[config.mk]
export PLATFORM = sky130hd
export DESIGN_NAME = rmie_ctrl
export DESIGN_NICKNAME = d
export VERILOG_FILES = /design/src/rtl/core/rmie_pkg.sv /design/src/rtl/core/rmie_ctrl.sv
export SDC_FILE = /design/constraint.sdc
export NUM_CORES = 1
export LEC_CHECK = 0
export BUFFER_PORTS_ARGS = -buffer_cell sky130_fd_sc_hd__buf_2
export CAP_MARGIN = 20
export CORE_AREA = 2 2 39 41
export DETAILED_ROUTE_END_ITERATION = 8
export DIE_AREA = 0 0 41 43
export GPL_ROUTABILITY_DRIVEN = 0
export GPL_TIMING_DRIVEN = 0
export SYNTH_ARGS = -nofsm -noshare
export SYNTH_HDL_FRONTEND = slang
export SYNTH_SLANG_ARGS = --single-unit
export TNS_END_PERCENT = 5
[constraint.sdc]
create_clock -name clk -period 3.15 [get_ports clk]
set_input_delay 0.63 -clock clk [delete_from_list [all_inputs] [get_ports clk]]
set_output_delay 0.63 -clock clk [all_outputs]
set_load 0.02 [all_outputs]
[src/rtl/core/rmie_pkg.sv]
// Package for the RAM machine instruction executor: beat structs, opcodes,
// addressing modes, error codes and controller/datapath command and status.
// No dependencies.
package rmie_pkg;

  typedef struct packed {
    logic [3:0]         op;
    logic [1:0]         mode;
    logic signed [31:0] operand;
    logic signed [31:0] tape_value;
  } item_t;

  typedef struct packed {
    logic [9:0]         next_pc;
    logic               halted;
    logic               out_valid;
    logic signed [31:0] out_value;
    logic [1:0]         error;
  } result_t;

  localparam logic [3:0] OP_LOAD  = 4'd0;
  localparam logic [3:0] OP_STORE = 4'd1;
  localparam logic [3:0] OP_READ  = 4'd2;
  localparam logic [3:0] OP_WRITE = 4'd3;
  localparam logic [3:0] OP_ADD   = 4'd4;
  localparam logic [3:0] OP_SUB   = 4'd5;
  localparam logic [3:0] OP_MUL   = 4'd6;
  localparam logic [3:0] OP_DIV   = 4'd7;
  localparam logic [3:0] OP_HALT  = 4'd8;
  localparam logic [3:0] OP_JUMP  = 4'd9;
  localparam logic [3:0] OP_JGZT  = 4'd10;
  localparam logic [3:0] OP_JZERO = 4'd11;

  localparam logic [1:0] MODE_IMM = 2'd0;
  localparam logic [1:0] MODE_DIR = 2'd1;
  localparam logic [1:0] MODE_IND = 2'd2;

  localparam logic [1:0] ERR_OK    = 2'd0;
  localparam logic [1:0] ERR_DIV0  = 2'd1;
  localparam logic [1:0] ERR_ADDR  = 2'd2;
  localparam logic [1:0] ERR_STIMM = 2'd3;

  typedef struct packed {
    logic clear;
    logic capture;
    logic rd_opnd;
    logic chk_ptr;
    logic ar_start;
    logic ar_step;
    logic finish;
  } cmd_t;

  typedef struct packed {
    logic clr_last;
    logic mem_need;
    logic is_ar;
    logic ar_last;
    logic out_busy;
  } stat_t;

endpackage

[src/rtl/core/rmie_ctrl.sv]
// Controller state machine of the RAM machine instruction executor.
// Depends on rmie_pkg (cmd_t, stat_t).
module rmie_ctrl (
  input  logic           clk,
  input  logic           rst,
  input  logic           item_valid,
  output logic           item_ready,
  input  rmie_pkg::stat_t stat,
  output rmie_pkg::cmd_t  cmd
);

  localparam logic [2:0] S_CLR  = 3'd0;
  localparam logic [2:0] S_IDLE = 3'd1;
  localparam logic [2:0] S_DEC  = 3'd2;
  localparam logic [2:0] S_PTR  = 3'd3;
  localparam logic [2:0] S_EXE  = 3'd4;
  localparam logic [2:0] S_AR   = 3'd5;
  localparam logic [2:0] S_FIN  = 3'd6;

  logic [2:0] state, state_next;

  always_ff @(posedge clk) begin
    if (rst) state <= S_CLR;
    else     state <= state_next;
  end

  always_comb begin
    state_next = state;
    cmd        = '0;
    item_ready = 1'b0;
    case (state)
      S_CLR: begin
        cmd.clear = 1'b1;
        if (stat.clr_last) state_next = S_IDLE;
      end
      S_IDLE: begin
        item_ready = 1'b1;
        if (item_valid) begin
          cmd.capture = 1'b1;
          state_next  = S_DEC;
        end
      end
      S_DEC: begin
        if (stat.mem_need) begin
          cmd.rd_opnd = 1'b1;
          state_next  = S_PTR;
        end else begin
          state_next = S_EXE;
        end
      end
      S_PTR: begin
        cmd.chk_ptr = 1'b1;
        state_next  = S_EXE;
      end
      S_EXE: begin
        if (stat.is_ar) begin
          cmd.ar_start = 1'b1;
          state_next   = S_AR;
        end else begin
          state_next = S_FIN;
        end
      end
      S_AR: begin
        cmd.ar_step = 1'b1;
        if (stat.ar_last) state_next = S_FIN;
      end
      S_FIN: begin
        if (!stat.out_busy) begin
          cmd.finish = 1'b1;
          state_next = S_IDLE;
        end
      end
      default: state_next = S_IDLE;
    endcase
  end

endmodule

Word level (Yosys, flattened, before mapping). Cells that the tools add are included.

Equal/unequal tests: 10. Mux-type cells: 19. Reductions and logical operators: 2.

Operator list (number): $pmux W3 S7 (1); $mux W3 (5); $mux W1 (12); $eq A3 B3 Y1 const B (3); $ne A2 B2 Y1 const B (4); $eq A3 B2 Y1 const B (2); $reduce_and A4 Y1 (1); $eq A3 B1 Y1 const B (1); $logic_not A3 Y1 (1); $mux W2 (1).

Register bits after elaboration: 3. Input bits: 8. Logic and storage cells: 32.

Logic depth before layout (Yosys ltp). Gate-level depths: netlist (run 1).

Depth in word-level cells: 3. Mapped depth: 4. Depth with buffers taken out: 4.

Least setup slack after synthesis (run 1). Ideal clock, no wire load.

Path type: input-to-output. From: input stat[0] (netlist name). To: output cmd[0] (netlist name). Data arrival time: 1.157 ns. Required time: 2.520 ns. Path slack: 1.363 ns. Stages on the path: 1. Buffers on the path: 0. Cell sequence: nor3b_1.

Word-level cells in the longest chain between the ends: 2.

RTL lines: start, declared (RTL line rmie_ctrl.sv:8) `input rmie_pkg::stat_t stat,`; $mux W1 (RTL line rmie_ctrl.sv:68) `if (!stat.out_busy) begin`; $mux W1 (RTL line rmie_ctrl.sv:31) `case (state)`; end, declared (RTL line rmie_ctrl.sv:9) `output rmie_pkg::cmd_t cmd`.

No other way between the ends.

==> results of run 1 <==
-- power by group through the flow --
stage	clock network (mW)	registers (mW)	logic [mW]
global placement	0	0.0510	0.0860
floorplan	0	0.0492	0.0630
detailed placement	0	0.0510	0.0869
finish	0.0685	0.0504	0.0876
CTS	0.0715	0.0504	0.0874
global route	0.0728	0.0515	0.0984
-- layout by cell type (no fill, tap or decap), types with 2 or more instances in the layout --
| master | instances |
|---|---|
| dfxtp_1 | 3 |
| mux2i_1 | 2 |
| nor2b_1 | 2 |
| clkbuf_4 | 3 |
| nand2_1 | 3 |
| o22ai_1 | 2 |
| buf_2 | 18 |
| nand2b_1 | 3 |
| a21oi_1 | 3 |
| nor2_1 | 6 |
| nor3_1 | 5 |
-- area by class of cell --
cell class	count	area [µm²]
inverters	1	3.75
well taps	16	20.0
clock buffers	4	26.3
multi-input cells	33	190
repair buffers	15	75.1
fillers	160	993
flip-flops and latches	3	60.1
plain buffers	3	15.0
-- critical path: stages (launching register included) --
cell     delay, ps
dfxtp_1        410
buf_2          250
nor2_1          90
and3_1         180
buf_2          150
-- worst paths after layout --
check / to / cells past startpoint
setup / recovery: cmd[5] / 4
hold / removal: state[1] / 2
setup reg to reg: state[1] / 4
hold reg to reg: state[1] / 3
-- through the flow --
step	power (mW)	hold slack [ps]
global route	0.223	591
global placement	0.137	693
finish	0.207	586
detailed placement	0.138	696
CTS	0.209	578
floorplan	0.112	625
-- layer usage --
metal	track usage [%]	part of all wire, %	up-vias
met5	0	0	-
met4	4.00	0	0
met3	3.66	6.4	0
met2	15.9	48	11
met1	16.0	46	153
li1	-	-	182
-- kinds of logic after synthesis --
family                 share of synthesized area (%)
DFF                                             22.3
AOI/OAI and AO/OA                               22.3
muxes                                           7.44
and+or+nand+nor                                 40.9
buffers and inverters                           6.97
==> results.toml, run 1 <==
[status]
status = "finished clean"

[drt]
drt-initial-drc-count = 15
avgViaCountPerCell = 4.61
vias = 346
drt-total-wl_um = 795
dr.pass1.iters = 4
antenna_left = 0
wl_per_cell_um = 10.6
drc = 0

[cells_and_area]
reg.largest.list = "state: 3 flops"
drive_gt1_share_pct = 35.6
final_util_pct = 28.2
instances_no_fill = 75
nets = 68
stdcell_area_um2 = 390
largest_reg_flops = 3
diodes = 0
areaGrowthSynthToFinish_pct = 45.1
top_register = "state"

[synthesis]
yosys.area.top_type = "dfxtp_1"
postSynthAreaPerCell_um2 = 6.73
synth-seq-area-share_pct = 22.3
synth_edf_count = 0
yosys-top-cells-count = "nor2_1 (6), nor3_1 (5)"
yosys_warnings = 0
postSynthCellCount = 40
postSynthNetCount = 48
synth_cell_types = 18
synth_top_area_share_pct = 22.3
synth_seq_cells = 3
synth_most_common_cell = "nor2_1"
ys.flop_type = "dfxtp_1"
ys_async_sr_fraction_pct = 0
netlist_area_um2 = 269
synthTopCellsByArea = "dfxtp_1 (22%), nor3_1 (9.3%), nor2_1 (8.4%)"

[sta]
finalCriticalPeriod_ps = 1950
finalSetupTns_ps = 0
setup_viol = 0
worst_pin_slew_ps = 200
finalCritPeriodShare_pct = 61.8
max_slew_margin_pct = 86.6
slew_violations = 0
hold_viol = 0
finClkSkew_ps = 3.33
rsz0062_at_grt = "no"
finalWorstSetupSlack_ps = 1200
fmax_ghz = 0.514

[setup_path]
cp-end-kind = "output port"
crit_required_ps = 2520
r2r_start = "state[2]"
path_max_fanout = 10
startpoint_type = "flop"
r2r_slack_ps = 1980
cp-startpoint = "state[2]"
crit_arrival_ps = 1320
worstSetupPathType = "reg -> out"

[floorplanning]
die_h_um = 43
fp.coreArea_um2 = 1380
die-area_um2 = 1760
row_count = 14
die_w_um = 41
start_util_pct = 19.4
io-pin-count = 16

[global_route]
overflow = 0
grt_pass1_vias = 347
groute.usage.overall_pct = 11.4
grt_pass1_wl_mm = 1.41
antenna_found_initial = 0
grt_max_degree = 11

[power_and_ir_drop]
ir_drop_v = 0.000164
p_int_uw = 128
clkPwrFrac_pct = 33.2
p_sw_uw = 78.7
leakagePower_nw = 0.189
switching_share_pct = 38.1
p_comb_share_pct = 42.4
p_per_area_nw_per_um2 = 529
seqPwrFrac_pct = 24.4

[run]
max-cap-violations = 0

[clock_network]
clk_latency_ps = 230
htreeDepth = 1
clock_tree.root_cell = "clkbuf_4"
cts_tree = "yes"
path_clk_slew_ps = 40
cts_made_buffers = 3
post_cts_resized = 0
clock-sinks = 3
post-cts-setup-buffer-count = 0
cts_buffer_depth = 2
cts_hold_buf = 0

[worst_hold_path]
hold_start = "rst"
hold_path.class = "in -> reg"

[place]
dp_cells = 71
place.port_buffers = 15
dp_hpwl_um = 597
place_ws_ps = 1380
dpl_cell_area_um2 = 364
No activity file was read; power rests on OpenSTA's default activity.
==> inputs of run 2 (changes only) <==
==> constraint.sdc (replaced) <==
create_clock -name clk -period 1.6 [get_ports clk]
set_input_delay 0.32 -clock clk [delete_from_list [all_inputs] [get_ports clk]]
set_output_delay 0.32 -clock clk [all_outputs]
set_load 0.02 [all_outputs]
==> run 2 against run 1 <==
Critical path depth is the same; total power grew 100%; combinational power grew 100%; clock-buffer cell count is the same; non-clock buffer count is the same; sequential share of layout area shrank 0.12 points; worst setup slack lost 1100 ps; sequential power grew 100%; final area grew 2.9%; final cell count is the same; clock power grew 96%; utilization grew 0.81 points; critical endpoint unchanged; largest power group unchanged.
==> results.toml, run 2 (synthesized netlist as in run 1, its figures left out) <==
[status]
status = "finished clean"

[setup_path]
startpoint_type = "flop"
crit_family = "flip-flops"
worstPathCellList = "buf_4 -> nor2_2 -> and3_1 -> buf_2"
crit_required_ps = 1280
path_max_fanout = 10
cp-end-kind = "output port"
crit_arrival_ps = 1220
slowest_delay_ps = 410
critPathSlowestCell = "dfxtp_1"
crit_buf_inv = 2
worstSetupPathType = "reg -> out"

[cells_and_area]
drive_gt1_share_pct = 39.0
reg.largest.list = "state: 3 flops"
final_common_cell = "buf_2"
largest_reg_flops = 3
top_register = "state"
nets = 68
multi_input_area_um2 = 193
diodes = 0
final_cell_mix = "buf_2 (15), nor2_1 (5), nor3_1 (5), clkbuf_4 (4)"
register_area_um2 = 61.3
areaGrowthSynthToFinish_pct = 49.3
fillers = 161

[power_and_ir_drop]
ir_drop_v = 0.000324
leakagePower_nw = 0.190
p_per_area_nw_per_um2 = 1030

[sta]
hold_viol = 0
finClkSkew_ps = 2.78
rsz0062_at_grt = "no"
fmax_ghz = 0.650
finalSetupTns_ps = 0
setup_viol = 0
finalCritPeriodShare_pct = 96.2
slew_violations = 0
hold-worst-slack_ps = 271
max_slew_margin_pct = 87.2
finalCriticalPeriod_ps = 1540
finalWorstSetupSlack_ps = 61.1
worst_pin_slew_ps = 190

[global_route]
grtUsageMet1_pct = 16.0
antenna_found_initial = 0
use_met2_pct = 15.9
groute.usage.overall_pct = 11.4
grt-busiest-layer = "met1"
grt_max_degree = 11
grt_pass1_wl_mm = 1.41
grt_use_met3_pct = 3.66
grt_pass1_vias = 347
overflow = 0

[drt]
antenna_left = 0
dr.pass1.iters = 4
wl_per_cell_um = 10.5
drt-initial-drc-count = 9
drc = 0
drt-total-wl_um = 789
avgViaCountPerCell = 4.48
vias = 336

[clock_network]
cts_made_buffers = 3
htreeDepth = 1
clk_latency_ps = 230
post-cts-setup-buffer-count = 0
cts_tree = "yes"
clock_tree.root_cell = "clkbuf_4"
clock-sinks = 3
cts_buffer_depth = 2
path_clk_slew_ps = 40

[floorplanning]
die_w_um = 41
start_util_pct = 19.4
die_h_um = 43
row_count = 14
die-area_um2 = 1760
fp.coreArea_um2 = 1380
io-pin-count = 16

[run]
max-cap-violations = 0

[place]
place.port_buffers = 15
dp_hpwl_um = 597
place_ws_ps = 205

[worst_hold_path]
hold_path.class = "in -> reg"
run 2: repair_timing:
item,in CTS,in global routing
gates resized for setup,2,3
endpoints found under the setup margin,3,5
hold buffers,0,0
run 2: layout make-up:
class / instances / area share, %
multi-input cells: 33 / 48.0
repair buffers: 15 / 18.7
flip-flops and latches: 3 / 15.3
clock buffers: 4 / 6.54
plain buffers: 3 / 5.61
well taps: 16 / 4.98
inverters: 1 / 0.935
run 2: path summary, 6_finish.rpt:
kind	from	end	slack (ps)	depth (start not counted)
max	state[1]	cmd[5]	60	4
min reg2reg	state[2]	state[2]	680	2
min	rst	state[2]	270	2
max reg2reg	state[0]	state[1]	460	4
run 2: per-layer routing:
| metal | routed length (µm) | part of all wire (%) |
|---|---|---|
| met5 | 0 | 0 |
| met4 | 0 | 0 |
| met2 | 371 | 47 |
| met3 | 43 | 5.4 |
| met1 | 373 | 47 |
run 2: stage by stage:
| stage | total power, mW | instance area [µm²] | utilization, % | std cells |
|---|---|---|---|---|
| 6_report | 0.414 | 402 | 29.0 | 75 |
| 5_1_grt | 0.446 | 402 | 29.0 | 75 |
| 4_1_cts | 0.415 | 395 | 28.6 | 75 |
| 3_5_place_dp | 0.271 | 364 | 26.3 | 71 |
| 3_3_place_gp | 0.270 | 364 | 26.3 | 71 |
| 2_1_floorplan | 0.221 | 269 | - | 40 |
run 2: where the power goes:
part           internal (mW)  leakage [nW]  total, mW  switching, mW
clock network         0.0936        0.0150      0.134         0.0408
registers             0.0863        0.0251      0.101         0.0143
logic                 0.0783         0.150      0.179          0.100
total                  0.258         0.190      0.414          0.156
